--- config.mk ---
export PLATFORM = sky130hd
export DESIGN_NAME = averaged_level_display_slew
export DESIGN_NICKNAME = d
export VERILOG_FILES = /design/src/alds_pkg.sv /design/src/averaged_level_display_slew.sv /design/src/alds_window.sv /design/src/alds_slew.sv
export SDC_FILE = /design/constraint.sdc
export NUM_CORES = 1
export LEC_CHECK = 0
export ABC_AREA = 1
export BUFFER_PORTS_ARGS = -buffer_cell sky130_fd_sc_hd__buf_2
export CAP_MARGIN = 20
export CORE_UTILIZATION = 65
export CTS_CLUSTER_SIZE = 20
export DETAILED_ROUTE_END_ITERATION = 16
export PLACE_DENSITY = 0.82
export SETUP_SLACK_MARGIN = 0.3
export SLEW_MARGIN = 20
export SYNTH_ARGS = -nofsm -noshare
export SYNTH_HDL_FRONTEND = slang
export SYNTH_SLANG_ARGS = --single-unit
--- constraint.sdc ---
create_clock -name clock -period 25.1 [get_ports clock]
set_input_delay 3.765 -clock clock [delete_from_list [all_inputs] [get_ports clock]]
set_output_delay 3.765 -clock clock [all_outputs]
set_load 0.01 [all_outputs]
--- src/alds_pkg.sv ---
// Shared types and constants for the averaged level display with slew limiting.
// Used by alds_window, alds_slew and the top level averaged_level_display_slew.
package alds_pkg;

   localparam int SMP_W   = 10;
   localparam int LVL_W   = 10;
   localparam int CNT_W   = 8;
   localparam int RAW_W   = 12;
   localparam int STEP_W  = 4;
   localparam int CSR_IDX_W = 2;
   localparam int CSR_DATA_W = 10;

   localparam int SAMPLE_MAX = 1023;

   // Display scaling: target = (average * 3500) >> 10.
   localparam int GAIN_W = 12;
   localparam logic [GAIN_W-1:0] GAIN = 12'd3500;
   localparam int GAIN_SHIFT = 10;

   // Slew rules.
   localparam logic [LVL_W-1:0]  BIG_GAP   = 10'd100;
   localparam logic [STEP_W-1:0] BIG_STEP  = 4'd12;
   localparam logic [CNT_W-1:0]  FAST_RATE = 8'd70;
   localparam logic [CNT_W-1:0]  SLOW_RATE = 8'd200;

   // gap / 10 for gap <= 100 as (gap * 205) >> 11.
   localparam int DIV10_W = 15;
   localparam logic [7:0] DIV10_MUL = 8'd205;
   localparam int DIV10_SHIFT = 11;

   // Request codes.
   localparam logic REQ_SAMPLE = 1'b0;
   localparam logic REQ_TICK   = 1'b1;

   // Register indexes and reset values.
   localparam logic [CSR_IDX_W-1:0] CSR_AVG_INTERVAL = 2'd0;
   localparam logic [CSR_IDX_W-1:0] CSR_DISPLAY_LIMIT = 2'd1;
   localparam logic [CNT_W-1:0] AVG_INTERVAL_RST = 8'd100;
   localparam logic [LVL_W-1:0] DISPLAY_LIMIT_RST = 10'd532;

   typedef struct packed {
      logic             req_type;
      logic [SMP_W-1:0] sample;
   } alds_req_type;

   typedef struct packed {
      logic [LVL_W-1:0] shown_level;
      logic [SMP_W-1:0] window_average;
   } alds_rsp_type;

   // Window average as seen by the display side; load marks a fresh value.
   typedef struct packed {
      logic             load;
      logic [SMP_W-1:0] value;
   } alds_avg_type;

   // Display status back to the sequencer.
   typedef struct packed {
      logic [CNT_W-1:0] rate;
      logic             raw_ok;
   } alds_disp_type;

endpackage

--- src/averaged_level_display_slew.sv ---
// A sample beat or a tick without a window update finishes once the result register is
// free; a new beat is taken every cycle while results are not stalled and no window
// update runs. A tick that updates the window occupies the execute stage for memory
// read-modify-write, reciprocal multiply for the average, display scaling multiply, then
// the slew step. Reset clears the control state; the window memory reads as zero through
// per-entry valid bits, so beats are taken right after reset with no clearing pass.
module averaged_level_display_slew import alds_pkg::*; #(
   parameter int WINDOW_DEPTH = 12
) (
   input  logic                  clock,
   input  logic                  reset,
   input  logic                  req_valid,
   output logic                  req_ready,
   input  alds_req_type          req_data,
   output logic                  rsp_valid,
   input  logic                  rsp_ready,
   output alds_rsp_type          rsp_data,
   input  logic                  csr_valid,
   output logic                  csr_ready,
   input  logic [CSR_IDX_W-1:0]  csr_index,
   input  logic [CSR_DATA_W-1:0] csr_wdata
);

   typedef enum logic [2:0] {
      ST_RUN  = 3'b001,
      ST_WAIT = 3'b010,
      ST_MOVE = 3'b100
   } alds_state_type;

   alds_state_type   state_ff, state_in;
   logic             ex_vld_ff;
   alds_req_type     ex_item_ff;
   logic [SMP_W-1:0] held_ff;
   logic [CNT_W-1:0] avg_cnt_ff, disp_cnt_ff;
   logic [CNT_W-1:0] interval_ff;
   logic [LVL_W-1:0] limit_ff;
   logic             rsp_vld_ff;
   alds_rsp_type     rsp_ff;
   logic             is_tick, avg_fire, disp_fire, out_free;
   logic             win_start, finish, move_en;
   logic [LVL_W-1:0] next_level;
   alds_avg_type     avg;
   alds_disp_type    disp;

   alds_window #(
      .WINDOW_DEPTH(WINDOW_DEPTH)
   ) u_window (
      .clock  (clock),
      .reset  (reset),
      .start  (win_start),
      .sample (held_ff),
      .avg    (avg)
   );

   alds_slew u_slew (
      .clock      (clock),
      .reset      (reset),
      .avg        (avg),
      .move_en    (move_en),
      .limit      (limit_ff),
      .next_level (next_level),
      .disp       (disp)
   );

   assign is_tick   = ex_item_ff.req_type == REQ_TICK;
   assign avg_fire  = avg_cnt_ff >= interval_ff;
   assign disp_fire = disp_cnt_ff >= disp.rate;
   assign out_free  = !rsp_vld_ff || rsp_ready;

   always_comb begin
      win_start = 1'b0;
      finish    = 1'b0;
      state_in  = state_ff;
      unique case (state_ff)
         ST_RUN: begin
            if (ex_vld_ff) begin
               if (is_tick && avg_fire) begin
                  win_start = 1'b1;
                  state_in  = ST_WAIT;
               end else begin
                  finish = out_free;
               end
            end
         end
         ST_WAIT: begin
            if (disp.raw_ok) begin
               finish   = out_free;
               state_in = out_free ? ST_RUN : ST_MOVE;
            end
         end
         ST_MOVE: begin
            finish = out_free;
            if (out_free) begin
               state_in = ST_RUN;
            end
         end
         default: begin
            state_in = ST_RUN;
         end
      endcase
   end

   assign move_en   = finish && is_tick && disp_fire;
   assign req_ready = !ex_vld_ff || finish;
   assign csr_ready = 1'b1;

   always_ff @(posedge clock) begin
      if (req_valid && req_ready) begin
         ex_item_ff <= req_data;
      end
      if (finish) begin
         rsp_ff.shown_level    <= next_level;
         rsp_ff.window_average <= avg.value;
      end
   end

   always_ff @(posedge clock) begin
      if (reset) begin
         state_ff    <= ST_RUN;
         ex_vld_ff   <= 1'b0;
         held_ff     <= '0;
         avg_cnt_ff  <= '0;
         disp_cnt_ff <= '0;
         interval_ff <= AVG_INTERVAL_RST;
         limit_ff    <= DISPLAY_LIMIT_RST;
         rsp_vld_ff  <= 1'b0;
      end else begin
         state_ff <= state_in;
         if (req_ready) begin
            ex_vld_ff <= req_valid;
         end
         if (finish && !is_tick) begin
            held_ff <= ex_item_ff.sample;
         end
         // A tick that finishes in the run state did not fire the window counter.
         if (win_start) begin
            avg_cnt_ff <= '0;
         end else if (finish && is_tick && state_ff == ST_RUN) begin
            avg_cnt_ff <= avg_cnt_ff + 1'b1;
         end
         if (finish && is_tick) begin
            disp_cnt_ff <= disp_fire ? '0 : disp_cnt_ff + 1'b1;
         end
         if (csr_valid && csr_ready) begin
            if (csr_index == CSR_AVG_INTERVAL) begin
               interval_ff <= csr_wdata[CNT_W-1:0];
            end else if (csr_index == CSR_DISPLAY_LIMIT) begin
               limit_ff <= csr_wdata[LVL_W-1:0];
            end
         end
         if (finish) begin
            rsp_vld_ff <= 1'b1;
         end else if (rsp_ready) begin
            rsp_vld_ff <= 1'b0;
         end
      end
   end

   assign rsp_valid = rsp_vld_ff;
   assign rsp_data  = rsp_ff;

   a_busy_is_tick: assert property (@(posedge clock) disable iff (reset)
      state_ff != ST_RUN |-> ex_vld_ff && is_tick)
      else $error("window update in progress without a pending tick");

   a_wait_blocks: assert property (@(posedge clock) disable iff (reset)
      state_ff == ST_WAIT && !disp.raw_ok |-> !req_ready && !finish)
      else $error("beat taken while the average was still being computed");

endmodule

--- src/alds_window.sv ---
// Sample window memory with running sum and the divide-by-depth pipeline.
// Depends on alds_pkg.
module alds_window import alds_pkg::*; #(
   parameter int WINDOW_DEPTH = 12
) (
   input  logic             clock,
   input  logic             reset,
   input  logic             start,
   input  logic [SMP_W-1:0] sample,
   output alds_avg_type     avg
);

   localparam int SUM_W = $clog2(WINDOW_DEPTH * SAMPLE_MAX + 1);
   localparam int PTR_W = $clog2(WINDOW_DEPTH);
   localparam int SHIFT = SUM_W + $clog2(WINDOW_DEPTH);
   localparam int PROD_W = SUM_W + SHIFT;
   localparam int RECIP_INT = (2 ** SHIFT + WINDOW_DEPTH - 1) / WINDOW_DEPTH;
   localparam logic [SHIFT-1:0] RECIP = SHIFT'(RECIP_INT);
   localparam logic [SUM_W-1:0] SUM_MAX = SUM_W'(WINDOW_DEPTH * SAMPLE_MAX);
   localparam logic [PTR_W-1:0] LAST_PTR = PTR_W'(WINDOW_DEPTH - 1);

   logic [SMP_W-1:0]        mem [WINDOW_DEPTH];
   logic [WINDOW_DEPTH-1:0] valid_ff;
   logic [PTR_W-1:0]        ptr_ff;
   logic [SMP_W-1:0]        rd_data_ff;
   logic                    rd_vld_ff;
   logic [SMP_W-1:0]        oldest;
   logic [SUM_W-1:0]        sum_ff, sum_in;
   logic                    sum_go_ff;
   logic [PROD_W-1:0]       prod_ff;
   logic                    prod_go_ff;
   logic [SMP_W-1:0]        avg_ff;
   logic                    avg_load_ff;

   // The read port always looks at the oldest entry, so it is ready well
   // before the next window update.
   always_ff @(posedge clock) begin
      if (start) begin
         mem[ptr_ff] <= sample;
      end
      rd_data_ff <= mem[ptr_ff];
      prod_ff    <= PROD_W'(sum_ff) * PROD_W'(RECIP);
   end

   // An entry never written stands for a zero sample.
   assign oldest = rd_vld_ff ? rd_data_ff : '0;
   assign sum_in = sum_ff - SUM_W'(oldest) + SUM_W'(sample);

   always_ff @(posedge clock) begin
      if (reset) begin
         valid_ff    <= '0;
         ptr_ff      <= '0;
         rd_vld_ff   <= 1'b0;
         sum_ff      <= '0;
         sum_go_ff   <= 1'b0;
         prod_go_ff  <= 1'b0;
         avg_ff      <= '0;
         avg_load_ff <= 1'b0;
      end else begin
         rd_vld_ff   <= valid_ff[ptr_ff];
         sum_go_ff   <= start;
         prod_go_ff  <= sum_go_ff;
         avg_load_ff <= prod_go_ff;
         if (start) begin
            valid_ff[ptr_ff] <= 1'b1;
            ptr_ff           <= (ptr_ff == LAST_PTR) ? '0 : ptr_ff + 1'b1;
            sum_ff           <= sum_in;
         end
         if (prod_go_ff) begin
            avg_ff <= prod_ff[SHIFT +: SMP_W];
         end
      end
   end

   assign avg.load  = avg_load_ff;
   assign avg.value = avg_ff;

   a_no_overlap: assert property (@(posedge clock) disable iff (reset)
      start |-> !sum_go_ff && !prod_go_ff && !avg_load_ff)
      else $error("window update started while the average pipeline was busy");

   a_sum_range: assert property (@(posedge clock) disable iff (reset)
      sum_ff <= SUM_MAX)
      else $error("running window sum out of range");

endmodule

--- src/alds_slew.sv ---
// Display target scaling and slew-limited level update.
// Depends on alds_pkg; the average comes from alds_window.
module alds_slew import alds_pkg::*; (
   input  logic             clock,
   input  logic             reset,
   input  alds_avg_type     avg,
   input  logic             move_en,
   input  logic [LVL_W-1:0] limit,
   output logic [LVL_W-1:0] next_level,
   output alds_disp_type    disp
);

   localparam int PROD_W = SMP_W + GAIN_W;

   logic [PROD_W-1:0]  scaled;
   logic [RAW_W-1:0]   raw_ff;
   logic               raw_ok_ff;
   logic [LVL_W-1:0]   level_ff, level_in;
   logic [CNT_W-1:0]   rate_ff, rate_in;
   logic [LVL_W-1:0]   target;
   logic               move_dn, move_up, big;
   logic [LVL_W-1:0]   gap;
   logic [DIV10_W-1:0] tenth;
   logic [STEP_W-1:0]  step, drop;

   assign scaled = PROD_W'(avg.value) * PROD_W'(GAIN);

   // The clamp stays outside the register so a new limit takes effect at once.
   assign target  = (raw_ff > RAW_W'(limit)) ? limit : raw_ff[LVL_W-1:0];
   assign move_dn = level_ff > target;
   assign move_up = level_ff < target;
   assign gap     = move_dn ? level_ff - target : target - level_ff;
   assign big     = gap > BIG_GAP;
   assign tenth   = DIV10_W'(gap[6:0]) * DIV10_W'(DIV10_MUL);
   assign step    = big ? BIG_STEP : tenth[DIV10_SHIFT +: STEP_W] + 1'b1;
   assign drop    = {1'b0, step[STEP_W-1:1]} + 1'b1;

   always_comb begin
      level_in = level_ff;
      rate_in  = rate_ff;
      if (move_en && (move_dn || move_up)) begin
         rate_in = big ? FAST_RATE : SLOW_RATE;
         if (move_dn) begin
            level_in = level_ff - LVL_W'(drop);
         end else begin
            level_in = level_ff + LVL_W'(step);
         end
      end
   end

   always_ff @(posedge clock) begin
      if (reset) begin
         raw_ff    <= '0;
         raw_ok_ff <= 1'b0;
         level_ff  <= '0;
         rate_ff   <= '0;
      end else begin
         raw_ok_ff <= avg.load;
         if (avg.load) begin
            raw_ff <= scaled[GAIN_SHIFT +: RAW_W];
         end
         level_ff <= level_in;
         rate_ff  <= rate_in;
      end
   end

   assign next_level  = level_in;
   assign disp.rate   = rate_ff;
   assign disp.raw_ok = raw_ok_ff;

   a_level_hold: assert property (@(posedge clock) disable iff (reset)
      !move_en |=> $stable(level_ff) && $stable(rate_ff))
      else $error("display level or rate changed without a display step");

endmodule

After elaboration in Yosys (flattened, before gate mapping)

Memory sizes are Yosys's and may differ from the RTL's. A register that Yosys moved wholly into a read port is not among the register bits.
Index checks and enable logic that the tools add are counted.

Shift-type cells: 0
$lt $le $gt $ge: 8
Add/sub/neg operators: 11
Bitwise operators: 2
Equal/unequal tests: 9
Reductions and logical operators: 20
Divide/modulo/power cells: 0
Multiply operators: 3
Mux-type cells: 30

Operators by type and width:

| cell                                                | count |
|---|---|
| 2-to-1 mux 10 bit                                   | 5 |
| multiplier 14 x 14 -> 27 bit, second input constant | 1 |
| multiplier 10 x 10 -> 20 bit, second input constant | 1 |
| subtractor 10 bit                                   | 2 |
| adder 8 x 1 -> 8 bit, second input constant         | 2 |
| >= comparator 8 bit                                 | 2 |
| 2-to-1 mux 8 bit                                    | 2 |
| multiplier 7 x 8 -> 15 bit, second input constant   | 1 |
| 2-to-1 mux 3 bit                                    | 5 |
| adder 14 x 10 -> 14 bit                             | 1 |
| subtractor 14 x 10 -> 14 bit                        | 1 |
| > comparator 12 x 10 -> 1 bit                       | 1 |
| 2-to-1 mux 1 bit                                    | 12 |
| bitwise OR 12 bit                                   | 1 |
| adder 10 x 4 -> 10 bit                              | 1 |
| > comparator 10 bit                                 | 1 |
| > comparator 10 x 7 -> 1 bit, second input constant | 1 |
| less-than comparator 10 bit                         | 1 |
| subtractor 10 x 4 -> 10 bit                         | 1 |
| case mux 3 bit (3 select lines)                     | 1 |
| adder 4 x 1 -> 4 bit, second input constant         | 2 |
| logical AND 1 bit                                   | 8 |
| 2-to-1 mux 4 bit                                    | 2 |
| != test 2 bit, second input constant                | 3 |
| other kinds (21)                                    | 25 |

Logic and storage cells: 109
Register bits: 182
Latch bits: 0
Memory bits (read-only): 0
Output and inout port bits: 23
Memory bits (writable): 120
Bits of input ports: 28
Memories kept: 1

Memory list:

| memory       | depth | width | rd ports | clocked after memory_dff | wr ports | RTL line          | RTL |
|---|---|---|---|---|---|---|---|
| u_window.mem | 12    | 10    | 1        | 1                        | 1        | alds_window.sv:22 | `logic [SMP_W-1:0] mem [WINDOW_DEPTH];` |

Longest topological paths before layout

Gate-level depths: netlist of the first run.

Depth after elaboration: 11
Mapped depth: 65
Depth with buffers taken out: 64

Cells and area by module

From an unflattened synthesis of the first run, not the netlist that was laid out.

Cell total of the unflattened synthesis: 2503
Area total of the unflattened synthesis: 21300.4 um2

Modules (own cells, without submodules):

| module                      | area each (um2) | instances | cells each | seq. area each (um2) |
|---|---|---|---|---|
| alds_window                 | 11574.9         | 1         | 1296       | 4884.7 |
| alds_slew                   | 6100.9          | 1         | 825        | 520.5 |
| averaged_level_display_slew | 3624.7          | 1         | 382        | 1911.8 |

Least setup slack after synthesis of the first run

OpenSTA, ideal clock, no wires.

Kind: register -> register
From: register limit_ff[1]
To: register rsp_ff (netlist bit rsp_data[19]) (data pin)
Path buffers: 2
Library setup time: 0.253 ns
Arrival time: 7.886 ns
Clock period less this slack: 8.140 ns
Cell stages (with the launch flop): 60
Required time: 24.847 ns
Setup slack: 16.960 ns
Cell sequence: dfxtp_1 inv_1 ha_1 a21oi_1 o21ai_0 a21boi_1 o21ai_0 nand3_1 a22oi_1 nor3_1 clkbuf_1 o21ai_0 ha_1 fa_1 inv_1 nand3_1 nand3_2 nand2_2 [24 not listed] inv_1 nand2_1 nand2_1 nor2_2 inv_2 ha_1 nand3_1 nand3_1 nand2_1 nand2_1 nand2_1 nor3_1 nand3_1 xor2_1 nand2_1 nand2_1 nand2_1 nand2_1

Word-level cells in the longest chain between the ends: 11
Elaborated cells between the ends (all ways): 18
Classes of those cells: 6 x add/sub; 1 x mul; 4 x order compare; 5 x mux; 2 x reduce/logical

RTL lines:

| element                                                         | RTL line                           | RTL |
|---|---|---|
| start: declaration                                              | averaged_level_display_slew.sv:36  | `logic [LVL_W-1:0] limit_ff;` |
| start signal: assignment                                        | averaged_level_display_slew.sv:148 | `limit_ff <= csr_wdata[LVL_W-1:0];` |
| > comparator 12 x 10 -> 1 bit                                   | alds_slew.sv:29                    | `assign target = (raw_ff > RAW_W'(limit)) ? limit : raw_ff[LVL_W-1:0];` |
| 2-to-1 mux 10 bit (*)                                           | alds_slew.sv:29                    |  |
| subtractor 10 bit / > comparator 10 bit (equally long branches) | alds_slew.sv:32, alds_slew.sv:30   |  |
| 2-to-1 mux 10 bit                                               | alds_slew.sv:32                    | `assign gap = move_dn ? level_ff - target : target - level_ff;` |
| multiplier 7 x 8 -> 15 bit                                      | alds_slew.sv:34                    | `assign tenth = DIV10_W'(gap[6:0]) * DIV10_W'(DIV10_MUL);` |
| adder 4 x 1 -> 4 bit                                            | alds_slew.sv:35                    | `assign step = big ? BIG_STEP : tenth[DIV10_SHIFT +: STEP_W] + 1'b1;` |
| 2-to-1 mux 4 bit                                                | alds_slew.sv:35                    |  |
| adder 3 x 1 -> 4 bit                                            | alds_slew.sv:36                    | `assign drop = {1'b0, step[STEP_W-1:1]} + 1'b1;` |
| subtractor 10 x 4 -> 10 bit                                     | alds_slew.sv:44                    | `level_in = level_ff - LVL_W'(drop);` |
| 2-to-1 mux 10 bit                                               | alds_slew.sv:43                    | `if (move_dn) begin` |
| 2-to-1 mux 10 bit (*)                                           | alds_slew.sv:41                    | `if (move_en && (move_dn \|\| move_up)) begin` |
| via next_level[9]                                               | averaged_level_display_slew.sv:41  | `logic [LVL_W-1:0] next_level;` |
| end: declaration                                                | averaged_level_display_slew.sv:38  | `alds_rsp_type rsp_ff;` |

The timed path passes the listed nets; every way through them passes the cells marked *.
A chain may end at the register's enable or synchronous reset.

Final worst setup path of the first run

Same ends and word-level chain as after synthesis.

==> results of run 1 <==
-- worst max-delay path, delay by kind of cell, from the launching register on --
kind / cells / cell delay [ns]
flops: 1 / 0.32
xor+xnor: 2 / 0.38
compound gates: 9 / 1.42
simple gates: 28 / 2.90
fa+ha+maj: 9 / 3.10
buf+inv: 13 / 1.05
-- per-layer routing --
metal	track usage	vias to the layer above	wire length, microns
met5	0	-	0
met4	0.0734	0	913
met3	0.0302	68	2170
met2	0.508	389	21600
met1	0.388	7121	19700
li1	-	7400	-
-- cell usage in the layout, fill, tap and decap left out, types with 4 or more instances in the layout --
cell type | netlist | layout
clkinv_1 | 2 | 5
nand2_2 | 6 | 6
nand3_1 | 57 | 57
fa_1 | 108 | 108
nand2_1 | 318 | 318
clkinv_2 | 1 | 8
bufinv_16 | 0 | 5
a21o_1 | 8 | 8
nand4_1 | 17 | 17
or2_2 | 6 | 6
ha_1 | 265 | 265
xnor2_1 | 21 | 21
clkbuf_16 | 0 | 29
edfxtp_1 | 151 | 151
dfxtp_1 | 139 | 138
nor2_1 | 175 | 174
clkbuf_1 | 40 | 6
xor2_1 | 44 | 44
inv_2 | 6 | 6
buf_2 | 8 | 49
a21oi_1 | 141 | 141
a211oi_1 | 5 | 5
inv_1 | 390 | 388
o211ai_1 | 9 | 9
o21ai_0 | 159 | 159
o21bai_1 | 8 | 8
o22ai_1 | 41 | 41
buf_4 | 4 | 18
o2111ai_1 | 4 | 4
nor3_1 | 31 | 31
o21a_1 | 15 | 15
-- area by class of cell --
type,count,area (sq um),area share
repair buffers,67,380,0.0175
clock inverters,17,235,0.0109
flip-flops and latches,290,7320,0.338
multi-input cells,1477,11000,0.507
inverters,399,1500,0.0691
well taps,390,488,0.0225
clock buffers,37,776,0.0358
-- power by group --
| part | leakage, nW | total, mW | switching [mW] | internal [mW] |
|---|---|---|---|---|
| Sequential | 2.53 | 0.551 | 0.0197 | 0.531 |
| Clock | 0.502 | 0.462 | 0.190 | 0.272 |
| Combinational | 7.91 | 0.155 | 0.0992 | 0.0553 |
| Total | 10.9 | 1.17 | 0.309 | 0.859 |
-- through the flow --
stage | power [mW] | cell area [sq um] | setup slack (ns)
after floorplan | 0.664 | 20000 | 16.96
after global placement | 0.705 | 20700 | 16.12
after detailed placement | 0.712 | 20700 | 15.79
after CTS | 1.17 | 21700 | 15.74
after global routing | 1.21 | 21700 | 14.76
final | 1.17 | 21700 | 15.68
-- final timing paths --
kind	endpoint	slack [ns]
worst max-delay path	rsp_data[19]	15.68
worst min-delay path	u_window.prod_go_ff	0.41
worst min register to register	u_window.prod_go_ff	0.41
worst max register to register	rsp_data[19]	15.68
-- state kept, by name (all words and copies together), names as in the netlist, 3 cells and up --
name,cells
ex_item_ff,10
u_window.ptr_ff,4
u_slew.level_ff,10
limit_ff,10
held_ff,10
u_slew.rate_ff,3
u_window.mem,120
state_ff,3
u_window.rd_data_ff,10
u_window.prod_ff,10
u_slew.raw_ff,12
u_window.avg_ff,10
u_window.sum_ff,14
u_window.valid_ff,12
interval_ff,8
avg_cnt_ff,8
disp_cnt_ff,8
rsp_data,20
-- cell families (layout without fill, tap and decap cells) --
kind of cell | Yosys count | count (layout) | synth area share
simple gates | 628 | 628 | 0.131
buf+inv | 454 | 520 | 0.0871
compound gates | 407 | 407 | 0.113
other cells | 1 | 1 | 0.000187
xor+xnor | 66 | 66 | 0.0292
flops | 290 | 290 | 0.365
fa+ha+maj | 373 | 373 | 0.273
mux | 2 | 2 | 0.000999
==> flow_summary.ini, run 1 <==
[run_status]
outcome = finished clean

[timing]
max_clock_freq_mhz = 106
slew_violations = 0
finalCritPeriodShare = 0.375
worstMarginPinSlew_ns = 1.08
finalSetupTns_ns = 0
rsz0062_at_grt = no
whs_ns = 0.408
finClkSkew_ns = 0.0117
final-setup-viol-count = 0
min_period_ns = 9.42
slew_headroom = 0.281
hold_viol = 0

[die]
die_y_microns = 178
start_util = 0.669
pin_count = 51
num_rows = 63
die_area_sq_um = 31500
core_area_sq_um = 30000
die_w_microns = 178

[setup_path]
crit_path_start = limit_ff[1]
critPathRequiredTime_ns = 25.41
cp-start-kind = flip-flop
cp-end-kind = flip-flop
cp_data_arrival_time_ns = 9.73
critPathMaxFanout = 21
worstRegToRegCells = 61
timing.rr.start = limit_ff[1]
slowest_stage = fa_1
slowest_delay_ns = 0.53
cp_common_cell = nand2_1
path_class = reg2reg

[drt]
postRouteAntennaNets = 0
finalWirelength_microns = 44400
drc = 0
wl_per_cell_microns = 16.6
drt_iter0_drc = 1060
drt_first_pass_iters = 5
vias = 14978
via_per_inst = 5.60

[pwr]
p_leak_nw = 10.9
p_per_area_nw_per_um2 = 53.9
ir_drop_mv = 0.0550

[synth]
ys_seq_elements = 290
seq_area_frac_synth = 0.365
synth.area.top_cells = edfxtp_1 (23%), ha_1 (17%), dfxtp_1 (14%), fa_1 (11%), inv_1 (7.3%)
synth_common_cells = inv_1 (390), nand2_1 (318), ha_1 (265)
ys_async_sr_fraction = 0
netlist_instances = 2221
synth_most_common_cell = inv_1
ys.flop_type = edfxtp_1
ys_warn_count = 0
synth_area_leader_cell = edfxtp_1
ys_types = 54
syn_area_sq_um = 20000
synth-edff-count = 151
synth.net_count = 2622
synth_area_per_cell_sq_um = 9.02
netlist.area_leader.share = 0.226

[clocking]
cts_root_buffer = clkbuf_16
clk_latency_ns = 0.57
cts_tree = built
cts-resized-gates = 0
clock_sinks = 290
htreeDepth = 1
post_cts_buffers = 0
cts_made_buffers = 29
clockBufferDepth = 3
clk_pin_slew_ns = 0.07
cts_hold_buffers = 0

[cells_and_area]
finalCoreUtilization = 0.724
final_nets = 2665
stdcell_count = 2677
drive_gt1_frac = 0.0652
diodes = 0
fill_cells = 2189
synthToLayoutAreaGrowth_pct = 8.17

[hold_path]
min_path_cells = 2
hold_class = reg2reg
worstHoldStart = u_window.sum_go_ff

[global_route]
grt_pass1_wl_microns = 73500
track_usage = 0.292
grt_pass1_vias = 14976
grt_antenna_before_repair = 0
overflow = 0
grt_max_degree = 71

[job]
maxCapViolCount = 0

[placed_design]
hpwl_microns = 33500
io_buffers = 49
gp_congestion = 0.940
place_inst = 2623
No activity file was read; power rests on OpenSTA's default activity.
==> run 2, diff against run 1 <==
Settings changed: ABC_AREA 1 to 0, CORE_UTILIZATION 65 to 64, PLACE_DENSITY 0.82 to 0.81.
Clock period 25.1 ns to 9 ns, I/O delays scaled along.
==> run 2 against run 1 <==
Effect of this change:
- the run now ends with setup timing left
- largest cell class unchanged
- synthesized cell count fell by 19%
- first-iteration DRC count up 2.6%
- critical endpoint is now rsp_data[15]
- core utilization is 3.1 points higher
==> flow_summary.ini, run 2 <==
[run_status]
outcome = complete, but fails checks
violations = setup timing

[clocking]
clockBufferDepth = 3
cts_root_buffer = clkbuf_16
cts_hold_buffers = 0
htreeDepth = 1
cts_made_buffers = 31
clock_sinks = 290
cts_tree = built
clk_latency_ns = 0.57
clk_pin_slew_ns = 0.06

[job]
maxCapViolCount = 0

[timing]
rsz0062_at_grt = yes
hold_viol = 0
worstMarginPinSlew_ns = 0.957
min_period_ns = 9.98
slew_violations = 0
fin_ws_ns = -0.981
final-setup-viol-count = 18
whs_ns = 0.437
finalCritPeriodShare = 1.11
max_clock_freq_mhz = 100
slew_headroom = 0.361
finClkSkew_ns = 0.0199

[placed_design]
dpl_cell_area_sq_um = 21100
gp_congestion = 0.934
io_buffers = 49
hpwl_microns = 32500
place_inst = 2302

[synth]
seq_area_frac_synth = 0.374
synth_common_cells = inv_1 (269), ha_1 (265), edfxtp_1 (151)
ys.flop_type = edfxtp_1
netlist.area_leader.share = 0.232
ys_seq_elements = 290
syn_area_sq_um = 19600
ys_types = 74
ys_async_sr_fraction = 0
netlist_instances = 1793
synth_most_common_cell = inv_1
synth_area_per_cell_sq_um = 10.9
synth_area_leader_cell = edfxtp_1
synth.net_count = 2194
synth.area.top_cells = edfxtp_1 (23%), ha_1 (17%), dfxtp_1 (14%), fa_1 (11%), inv_1 (5.2%)
synth-edff-count = 151
ys_warn_count = 0

[pwr]
p_int_mw = 2.18
p_sw_frac = 0.222
power_frac_seq = 0.505
p_per_area_nw_per_um2 = 124
ir_drop_mv = 0.185
total_power_mw = 2.80
p_clk_frac = 0.448
p_switching_uw = 622
p_leak_nw = 10.8
comb_power_share = 0.047

[cells_and_area]
fill_cells = 1937
diodes = 0
final_nets = 2365
regMostFlops = u_window.mem
stdcell_count = 2378
synthToLayoutAreaGrowth_pct = 15.2
largest_reg_flops = 120
fin_area_sq_um = 22600
final_common_cell = inv_1
drive_gt1_frac = 0.175
mostFrequentLayoutCells = inv_1 (264), ha_1 (259), edfxtp_1 (151)

[setup_path]
crit_path_end = rsp_data[15]
cp_common_cell = ha_4
worstRegToRegCells = 52
cp_data_arrival_time_ns = 10.27
critPathMaxFanout = 4
crit_path_start = limit_ff[1]
r2r_end = rsp_data[15]
rrSetupSlack_ns = -0.98
timing.rr.start = limit_ff[1]
path_class = reg2reg
cp-start-kind = flip-flop
critPathRequiredTime_ns = 9.29
cp-end-kind = flip-flop
slowest_stage = fa_1
slowest_delay_ns = 0.51

[die]
num_rows = 63
core_area_sq_um = 29900
pin_count = 51
die_y_microns = 177
start_util = 0.656
die_area_sq_um = 31300
die_w_microns = 177

[drt]
drt_iter0_drc = 1088
drc = 0
wl_per_cell_microns = 18.8
via_per_inst = 5.87
finalWirelength_microns = 44800
drt_first_pass_iters = 6
vias = 13960
postRouteAntennaNets = 0

[global_route]
grt_max_degree = 58
grt_antenna_before_repair = 0
track_usage = 0.292
overflow = 0
grt_pass1_wl_microns = 72000
grt_pass1_vias = 14482

[hold_path]
hold_class = reg2reg
[run 2: cell types whose count changed after synthesis, moves of 17 or more]
cell / change
nand2_1: -237
inv_1: -121
o21ai_0: -112
a21oi_1: -65
mux2i_1: +52
o22ai_1: -38
nand3_1: -37
mux4_2: +33
nor2_1: -30
xnor2_1: +25
xor2_1: -25
nor2b_1: +24
and2_1: +17
[run 2: per-stage QoR]
stage,utilization,TNS (ns),setup WS (ns)
after floorplan,-,-4.84,-0.716
after global placement,0.707,-9.95,-0.867
after detailed placement,0.707,-13.19,-1.04
after CTS,0.747,-10.94,-0.792
after global routing,0.755,-21.85,-1.43
final,0.755,-14.08,-0.981
[run 2: power groups by stage]
| stage | clock (mW) | sequential, mW | combinational, mW |
|---|---|---|---|
| 2_1_floorplan | 0 | 1.44 | 0.0814 |
| 3_3_place_gp | 0 | 1.44 | 0.120 |
| 3_5_place_dp | 0 | 1.45 | 0.124 |
| 4_1_cts | 1.27 | 1.42 | 0.128 |
| 5_1_grt | 1.32 | 1.42 | 0.144 |
| 6_report | 1.26 | 1.42 | 0.132 |
[run 2: cell families (layout without fill, tap and decap cells)]
| logic type | after synthesis | count (layout) | synth area share |
|---|---|---|---|
| and+or+nand+nor | 400 | 400 | 0.0980 |
| other | 1 | 1 | 0.000191 |
| muxes | 99 | 99 | 0.0724 |
| AOI/OAI and AO/OA | 251 | 251 | 0.0861 |
| adders and majority gates | 373 | 373 | 0.280 |
| xor gates and xnor gates | 65 | 65 | 0.0291 |
| buffers and inverters | 314 | 509 | 0.0609 |
| DFF | 290 | 290 | 0.374 |
[run 2: cell type report]
type	count	area, sq um	area share
multi-input cells	1189	11400	0.507
clock inverters	8	86.3	0.00383
repair buffers	183	1280	0.0566
inverters	269	1010	0.0448
well taps	390	488	0.0216
clock buffers	49	943	0.0418
flip-flops and latches	290	7320	0.325
[run 2: metal layers]
| layer | GRT usage | share of wire |
|---|---|---|
| met3 | 0.0284 | 0.044 |
| met1 | 0.367 | 0.41 |
| met4 | 0.0973 | 0.032 |
| met5 | 0 | 0 |
| met2 | 0.526 | 0.51 |
[run 2: worst min-delay path by stage]
| stage | depth (start not counted) | from | endpoint |
|---|---|---|---|
| 2_1_floorplan | 1 | u_window.sum_go_ff | u_window.prod_go_ff |
| 3_3_place_gp | 1 | u_window.sum_go_ff | u_window.prod_go_ff |
| 3_5_place_dp | 1 | u_window.sum_go_ff | u_window.prod_go_ff |
| 4_1_cts | 1 | u_window.sum_go_ff | u_window.prod_go_ff |
| 5_1_grt | 1 | u_window.sum_go_ff | u_window.prod_go_ff |
| 6_report | 1 | u_window.sum_go_ff | u_window.prod_go_ff |
[run 2: what timing repair did]
action | in CTS | in global routing
gates cloned | 0 | 0
setup endpoints to repair | 18 | 20
pin swaps | 23 | 8
resized for setup | 23 | 28
buffers inserted | 8 | 11
[run 2: critical path: cells and delay by family, from the launching register on]
family,cells,cell delay (ns)
adder cells (fa/ha/maj),10,2.87
XOR/XNOR,3,0.38
multiplexers,1,0.37
flip-flops,1,0.35
buffers and inverters,7,0.46
AO/OA/AOI/OAI,21,3.41
AND/OR/NAND/NOR,10,1.90
